==> src/rtl/core/i2cds_pkg.sv <==
`timescale 1ns / 1ps
// ----------------------------------------------------------------------------
// i2cds_pkg: bus clock divider selection package
// Field widths, reset value of the clock register and the divider table.
// ----------------------------------------------------------------------------
package i2cds_pkg;

   localparam int RATE_W    = 25;
   localparam int CLK_W     = 27;
   localparam int CODE_W    = 6;
   localparam int DIV_W     = 12;
   localparam int DIVIDEND_W = 28;
   localparam int TABLE_LEN = 50;
   localparam int IDX_W     = 6;

   localparam logic [CLK_W-1:0] CLK_RESET = CLK_W'(24000000);

   typedef logic [IDX_W-1:0] idx_type;

   // divider value of each table entry, ascending
   function automatic logic [DIV_W-1:0] div_at(input idx_type idx);
      logic [DIV_W-1:0] d;
      case (idx)
         6'd0:  d = 12'd22;   6'd1:  d = 12'd24;   6'd2:  d = 12'd26;
         6'd3:  d = 12'd28;   6'd4:  d = 12'd30;   6'd5:  d = 12'd32;
         6'd6:  d = 12'd36;   6'd7:  d = 12'd40;   6'd8:  d = 12'd42;
         6'd9:  d = 12'd44;   6'd10: d = 12'd48;   6'd11: d = 12'd52;
         6'd12: d = 12'd56;   6'd13: d = 12'd60;   6'd14: d = 12'd64;
         6'd15: d = 12'd72;   6'd16: d = 12'd80;   6'd17: d = 12'd88;
         6'd18: d = 12'd96;   6'd19: d = 12'd104;  6'd20: d = 12'd112;
         6'd21: d = 12'd128;  6'd22: d = 12'd144;  6'd23: d = 12'd160;
         6'd24: d = 12'd192;  6'd25: d = 12'd224;  6'd26: d = 12'd240;
         6'd27: d = 12'd256;  6'd28: d = 12'd288;  6'd29: d = 12'd320;
         6'd30: d = 12'd384;  6'd31: d = 12'd448;  6'd32: d = 12'd480;
         6'd33: d = 12'd512;  6'd34: d = 12'd576;  6'd35: d = 12'd640;
         6'd36: d = 12'd768;  6'd37: d = 12'd896;  6'd38: d = 12'd960;
         6'd39: d = 12'd1024; 6'd40: d = 12'd1152; 6'd41: d = 12'd1280;
         6'd42: d = 12'd1536; 6'd43: d = 12'd1792; 6'd44: d = 12'd1920;
         6'd45: d = 12'd2048; 6'd46: d = 12'd2304; 6'd47: d = 12'd2560;
         6'd48: d = 12'd3072; 6'd49: d = 12'd3840;
         default: d = 12'd3840;
      endcase
      return d;
   endfunction

   // register code paired with each table entry
   function automatic logic [CODE_W-1:0] code_at(input idx_type idx);
      logic [CODE_W-1:0] c;
      case (idx)
         6'd0:  c = 6'h20; 6'd1:  c = 6'h21; 6'd2:  c = 6'h22; 6'd3:  c = 6'h23;
         6'd4:  c = 6'h00; 6'd5:  c = 6'h24; 6'd6:  c = 6'h25; 6'd7:  c = 6'h26;
         6'd8:  c = 6'h03; 6'd9:  c = 6'h27; 6'd10: c = 6'h28; 6'd11: c = 6'h05;
         6'd12: c = 6'h29; 6'd13: c = 6'h06; 6'd14: c = 6'h2A; 6'd15: c = 6'h2B;
         6'd16: c = 6'h2C; 6'd17: c = 6'h09; 6'd18: c = 6'h2D; 6'd19: c = 6'h0A;
         6'd20: c = 6'h2E; 6'd21: c = 6'h2F; 6'd22: c = 6'h0C; 6'd23: c = 6'h30;
         6'd24: c = 6'h31; 6'd25: c = 6'h32; 6'd26: c = 6'h0F; 6'd27: c = 6'h33;
         6'd28: c = 6'h10; 6'd29: c = 6'h34; 6'd30: c = 6'h35; 6'd31: c = 6'h36;
         6'd32: c = 6'h13; 6'd33: c = 6'h37; 6'd34: c = 6'h14; 6'd35: c = 6'h38;
         6'd36: c = 6'h39; 6'd37: c = 6'h3A; 6'd38: c = 6'h17; 6'd39: c = 6'h3B;
         6'd40: c = 6'h18; 6'd41: c = 6'h3C; 6'd42: c = 6'h3D; 6'd43: c = 6'h3E;
         6'd44: c = 6'h1B; 6'd45: c = 6'h3F; 6'd46: c = 6'h1C; 6'd47: c = 6'h1D;
         6'd48: c = 6'h1E; 6'd49: c = 6'h1F;
         default: c = 6'h1F;
      endcase
      return c;
   endfunction

endpackage

==> src/rtl/core/i2c_clock_divider_select_unit.sv <==
`timescale 1ns / 1ps
// Sequence: a non-zero rate is taken through bit-serial division of the 28-bit
//   dividend, then a scan of one table entry per cycle; a zero rate goes
//   straight to the done state as an error item.
// Throughput: one item at a time; the next item is taken as soon as the result
//   moves into the output register, even while that result is still stalled.
// Reset: synchronous; clears control state and loads the clock register with 24 MHz.
// ----------------------------------------------------------------------------
// i2c_clock_divider_select_unit: bus clock divider selection
// Divides the source clock by the requested rate (rounding up) one quotient
// bit per cycle, then scans the divider table for the first entry that fits.
// ----------------------------------------------------------------------------
module i2c_clock_divider_select_unit
   import i2cds_pkg::*;
(
   input  logic              clock,
   input  logic              reset,
   input  logic              csr_wr_en,
   input  logic [CLK_W-1:0]  csr_wr_data,
   input  logic              req_valid,
   output logic              req_stall,
   input  logic [RATE_W-1:0] req_bus_rate,
   output logic              rsp_valid,
   input  logic              rsp_stall,
   output logic [CODE_W-1:0] rsp_divider_code,
   output logic [DIV_W-1:0]  rsp_chosen_divider,
   output logic              rsp_rate_error
);

   localparam logic [1:0] ST_IDLE   = 2'd0;
   localparam logic [1:0] ST_DIVIDE = 2'd1;
   localparam logic [1:0] ST_SEARCH = 2'd2;
   localparam logic [1:0] ST_DONE   = 2'd3;

   localparam idx_type LAST_STEP  = IDX_W'(DIVIDEND_W - 1);
   localparam idx_type LAST_ENTRY = IDX_W'(TABLE_LEN - 1);

   logic [1:0]            state_ff, state_in;
   idx_type               cnt_ff, cnt_in;
   logic [CLK_W-1:0]      clk_hz_ff;
   logic [RATE_W-1:0]     rate_ff, rate_in;
   logic [RATE_W-1:0]     rem_ff, rem_in;
   logic [DIVIDEND_W-1:0] quo_ff, quo_in;
   logic [CODE_W-1:0]     res_code_ff, res_code_in;
   logic [DIV_W-1:0]      res_div_ff, res_div_in;
   logic                  res_err_ff, res_err_in;
   logic                  out_valid_ff, out_valid_in;
   logic [CODE_W-1:0]     out_code_ff, out_code_in;
   logic [DIV_W-1:0]      out_div_ff, out_div_in;
   logic                  out_err_ff, out_err_in;

   logic                  req_take;
   logic                  out_free;
   logic [RATE_W:0]       trial;
   logic [RATE_W-1:0]     diff;
   logic                  q_bit;
   logic                  over;
   logic                  hit;

   assign req_stall = (state_ff != ST_IDLE);
   assign req_take  = req_valid && !req_stall;
   assign out_free  = !out_valid_ff || !rsp_stall;

   // one restoring division step: bring down the next dividend bit
   assign trial = {rem_ff, quo_ff[DIVIDEND_W-1]};
   assign diff  = trial[RATE_W-1:0] - rate_ff;
   assign q_bit = (trial >= {1'b0, rate_ff});

   // quotient beyond the table range only matches the clamped last entry
   assign over = |quo_ff[DIVIDEND_W-1:DIV_W];
   assign hit  = !over && (quo_ff[DIV_W-1:0] <= div_at(cnt_ff));

   always_comb begin
      state_in     = state_ff;
      cnt_in       = cnt_ff;
      rate_in      = rate_ff;
      rem_in       = rem_ff;
      quo_in       = quo_ff;
      res_code_in  = res_code_ff;
      res_div_in   = res_div_ff;
      res_err_in   = res_err_ff;
      out_valid_in = out_valid_ff;
      out_code_in  = out_code_ff;
      out_div_in   = out_div_ff;
      out_err_in   = out_err_ff;

      if (out_valid_ff && !rsp_stall) begin
         out_valid_in = 1'b0;
      end

      case (state_ff)
         ST_IDLE: begin
            if (req_take) begin
               rate_in = req_bus_rate;
               rem_in  = '0;
               cnt_in  = '0;
               quo_in  = DIVIDEND_W'({1'b0, clk_hz_ff} + DIVIDEND_W'(req_bus_rate)
                                     - DIVIDEND_W'(1));
               if (req_bus_rate == '0) begin
                  res_code_in = '0;
                  res_div_in  = '0;
                  res_err_in  = 1'b1;
                  state_in    = ST_DONE;
               end else begin
                  state_in = ST_DIVIDE;
               end
            end
         end
         ST_DIVIDE: begin
            rem_in = q_bit ? diff : trial[RATE_W-1:0];
            quo_in = {quo_ff[DIVIDEND_W-2:0], q_bit};
            if (cnt_ff == LAST_STEP) begin
               cnt_in   = '0;
               state_in = ST_SEARCH;
            end else begin
               cnt_in = cnt_ff + 1'b1;
            end
         end
         ST_SEARCH: begin
            if (hit || cnt_ff == LAST_ENTRY) begin
               res_code_in = code_at(cnt_ff);
               res_div_in  = div_at(cnt_ff);
               res_err_in  = 1'b0;
               state_in    = ST_DONE;
            end else begin
               cnt_in = cnt_ff + 1'b1;
            end
         end
         ST_DONE: begin
            // hold until the output register can take the item
            if (out_free) begin
               out_valid_in = 1'b1;
               out_code_in  = res_code_ff;
               out_div_in   = res_div_ff;
               out_err_in   = res_err_ff;
               state_in     = ST_IDLE;
            end
         end
         default: begin
            state_in = ST_IDLE;
         end
      endcase
   end

   always_ff @(posedge clock) begin
      if (reset) begin
         state_ff     <= ST_IDLE;
         cnt_ff       <= '0;
         out_valid_ff <= 1'b0;
         clk_hz_ff    <= CLK_RESET;
      end else begin
         state_ff     <= state_in;
         cnt_ff       <= cnt_in;
         out_valid_ff <= out_valid_in;
         if (csr_wr_en) begin
            clk_hz_ff <= csr_wr_data;
         end
      end
   end

   always_ff @(posedge clock) begin
      rate_ff     <= rate_in;
      rem_ff      <= rem_in;
      quo_ff      <= quo_in;
      res_code_ff <= res_code_in;
      res_div_ff  <= res_div_in;
      res_err_ff  <= res_err_in;
      out_code_ff <= out_code_in;
      out_div_ff  <= out_div_in;
      out_err_ff  <= out_err_in;
   end

   assign rsp_valid          = out_valid_ff;
   assign rsp_divider_code   = out_code_ff;
   assign rsp_chosen_divider = out_div_ff;
   assign rsp_rate_error     = out_err_ff;

endmodule

==> config.mk <==
export PLATFORM = sky130hd
export DESIGN_NAME = i2c_clock_divider_select_unit
export DESIGN_NICKNAME = d
export VERILOG_FILES = /design/src/rtl/core/i2cds_pkg.sv /design/src/rtl/core/i2c_clock_divider_select_unit.sv
export SDC_FILE = /design/constraint.sdc
export NUM_CORES = 1
export LEC_CHECK = 0
export BUFFER_PORTS_ARGS = -buffer_cell sky130_fd_sc_hd__buf_2
export CAP_MARGIN = 10
export CORE_AREA = 2 2 192 194
export CTS_CLUSTER_SIZE = 25
export DETAILED_ROUTE_END_ITERATION = 8
export DIE_AREA = 0 0 194 196
export PLACE_DENSITY_LB_ADDON = 0.08
export SETUP_SLACK_MARGIN = 0.4
export SLEW_MARGIN = 30
export SYNTH_ARGS = -nofsm -noshare
export SYNTH_HDL_FRONTEND = slang
export SYNTH_SLANG_ARGS = --single-unit
==> constraint.sdc <==
create_clock -name clock -period 4.8 [get_ports clock]
set_input_delay 0.96 -clock clock [delete_from_list [all_inputs] [get_ports clock]]
set_output_delay 0.96 -clock clock [all_outputs]
set_load 0.01 [all_outputs]
==> results by group <==
Place
  – Placed cell area: 0.0117 mm²
  – # port buffers: 76
  – Setup WS pre-CTS: 394 ps
  – Routability cong.: 0.823
  – Hpwl dp: 22900 µm

Clocking
  – # hold bufs at CTS: 0
  – Clk sinks: 167
  – Clk slew on worst S/H paths: 70 ps
  – Max Root-Sink Buffers: 2
  – TritonCTS clock tree: yes
  – Root buffer cell: clkbuf_16
  – Clk_lat worst skew: 460 ps
  – H-tree Lvls: 4
  – CTS buffer count: 17

Critical path
  – Req. time, crit path: 5130 ps
  – Setup crit end kind: register
  – Critical path origin: quo_ff[5]
  – Arrival @ worst endpoint: 4420 ps
  – Worst reg2reg path depth: 16
  – R2R Path Start: quo_ff[5]
  – CP Class: reg2reg
  – Worst reg2reg setup slack: 720 ps
  – Startpoint types: register
  – Crit path max fanout: 9

Floorplan
  – Chip height: 196 µm
  – Rows: 70
  – Initial Util: 0.296
  – Core ar.: 0.0361 mm²
  – Die area: 0.0380 mm²
  – I/O pins: 78
  – Die X: 194 µm

Power and ir drop
  – Lkg Pwr: 5.41 nW
  – Max VDD drop: 261 µV
  – PwrDens: 536 mW/mm²
  – Power Total: 6.60 mW

Drt
  – First DRT Iteration DRCs: 423
  – DRC: 0
  – Vias per cell: 4.86
  – First-pass iteration count of the detailed router: 4
  – Via Count: 8284
  – WL per Instance: 17.6 µm
  – Routed WL: 30100 µm
  – Final antenna-violating net count: 0

Logic synthesis
  – YS warnings: 0
  – EDFF count, synth: 114
  – Syn_area_per_cell: 9.35 µm²
  – Cell count after synthesis: 1142
  – Area share of the largest cell type after synthesis: 0.321
  – Synth cell types: 77
  – Sequential area share after synthesis: 0.420
  – Primary FF master, synth: edfxtp_1
  – Synth area leaders: edfxtp_1 32%, ha_1 12%, dfxtp_1 9.9%
  – Ys async rst share: 0
  – Flops & latches, synth: 167
  – Cell accounting for the most synthesized area: edfxtp_1
  – Syn nets: 1304
  – Syn Std Cell Area: 0.0107 mm²

Timing
  – Slew headroom: 0.469
  – Clock skew: 14.8 ps
  – TNS Setup: 0 ps
  – Setup Viol. Count Final: 0
  – RSZ-0062 raised after global routing: no
  – Final Hold Fails: 0
  – Achievable Freq: 0.245 GHz
  – Worst slew pin tran: 794 ps
  – Final period util: 0.851
  – Tmin final: 4080 ps
  – Slew Viols, Final: 0
  – Final worst slack: 716 ps

Global routing
  – First-pass GRT wire length: 47200 µm
  – Number of global-route vias before repair: 8369
  – Gr ovfl total: 0
  – Initial antenna violation count: 0
  – Largest net degree at the start of global routing: 54
  – Total track usage: 0.162

Status
  – Status: completed

Run
  – Max cap viols: 0

Cells and area
  – Diodes inserted: 0
  – Layout cells sized above 1: 0.131
  – Fin nets: 1384
  – Area Growth Syn to Fin: 15.4%
  – Post-Layout Inst Area: 0.0123 mm²

Min path
  – Type of the worst min-delay path: reg2reg
## power by group
part	internal [mW]	leakage (nW)	switching, mW	total [mW]
combinational	1.12	3.58	1.76	2.88
sequential	2.03	1.53	0.173	2.20
clock	0.844	0.305	0.680	1.52
## layer usage
layer / GRT usage / routed length [µm]
met5: 0 / 0
met4: 0.0466 / 390
met3: 0.0244 / 718
met2: 0.264 / 14000
met1: 0.222 / 14900
## Yosys cell counts (12+ instances only)
master,instances
inv_1,167
edfxtp_1,114
ha_1,103
nor2_1,97
nand2_1,84
dfxtp_1,53
o21ai_0,53
a21oi_1,52
mux2i_1,41
xnor2_1,26
a21o_1,25
clkbuf_1,25
a211oi_1,20
nor3_1,19
xor2_1,19
and2_1,16
o211ai_1,16
nand3_1,15
nor4_1,14
nor2b_1,13
nand4_1,12
## worst max-delay path, cell delays in order, from the launching register on
cell and delay, ps:
edfxtp_1 400, ha_1 330, a21o_1 180, a21o_1 170
a21oi_1 180, o2111ai_2 230, a21o_1 320, buf_4 210
nand3_1 110, nand2_1 60, nand2_1 280, ha_1 300
nand2_1 90, a21oi_1 230, a211oi_1 90, o311a_1 310
or4_1 490
## final cells by class
| cell class | count | area (µm²) |
|---|---|---|
| fillers | 3876 | 23800 |
| multi-input cells | 762 | 5380 |
| flip-flops and latches | 167 | 4480 |
| inverters | 172 | 648 |
| repair buffers | 102 | 596 |
| well taps | 468 | 586 |
| clock buffers | 17 | 425 |
| clock inverters | 15 | 205 |
## cell usage in the layout (no fill, tap or decap), types with 20 or more instances in the layout
cell,n
dfxtp_1,53
a21o_1,25
mux2i_1,41
buf_2,76
buf_4,25
nand2_1,84
xnor2_1,26
a211oi_1,20
nor2_1,96
o21ai_0,53
inv_1,166
edfxtp_1,114
ha_1,102
a21oi_1,52
## through the flow
stage	util	instances	hold slack, ps
2_1_floorplan	-	1142	400
3_3_place_gp	0.323	1670	403
3_5_place_dp	0.324	1671	405
4_1_cts	0.341	1703	422
5_1_grt	0.342	1703	428
6_report	0.342	1703	420
## kinds of logic (layout without fill, tap and decap cells)
group | count (synthesis) | after routing | share of synthesized area
AO/OA/AOI/OAI | 263 | 263 | 0.166
XOR/XNOR | 45 | 45 | 0.0369
adder cells (fa/ha/maj) | 105 | 105 | 0.124
buffers and inverters | 213 | 306 | 0.0774
flip-flops | 167 | 167 | 0.420
multiplexers | 44 | 44 | 0.0416
other | 1 | 1 | 0.000351
AND/OR/NAND/NOR | 304 | 304 | 0.133
## worst min path at each step
stage,depth (start not counted),slack (ps),from,to
final,0,420,res_div_ff[10],rsp_chosen_divider[10]
after global placement,0,400,res_code_ff[2],rsp_divider_code[2]
after floorplan,0,400,res_div_ff[10],rsp_chosen_divider[10]
after CTS,0,420,res_code_ff[1],rsp_divider_code[1]
after global routing,0,430,res_err_ff,rsp_rate_error
after detailed placement,0,400,res_code_ff[5],rsp_divider_code[5]
## what timing repair did
item,4_1_cts,5_1_grt
hold endpoints to repair,0,0
buffers inserted,0,0
gates resized for setup,0,1
setup endpoints to repair,0,1
(Power assumes the default switching activity.)
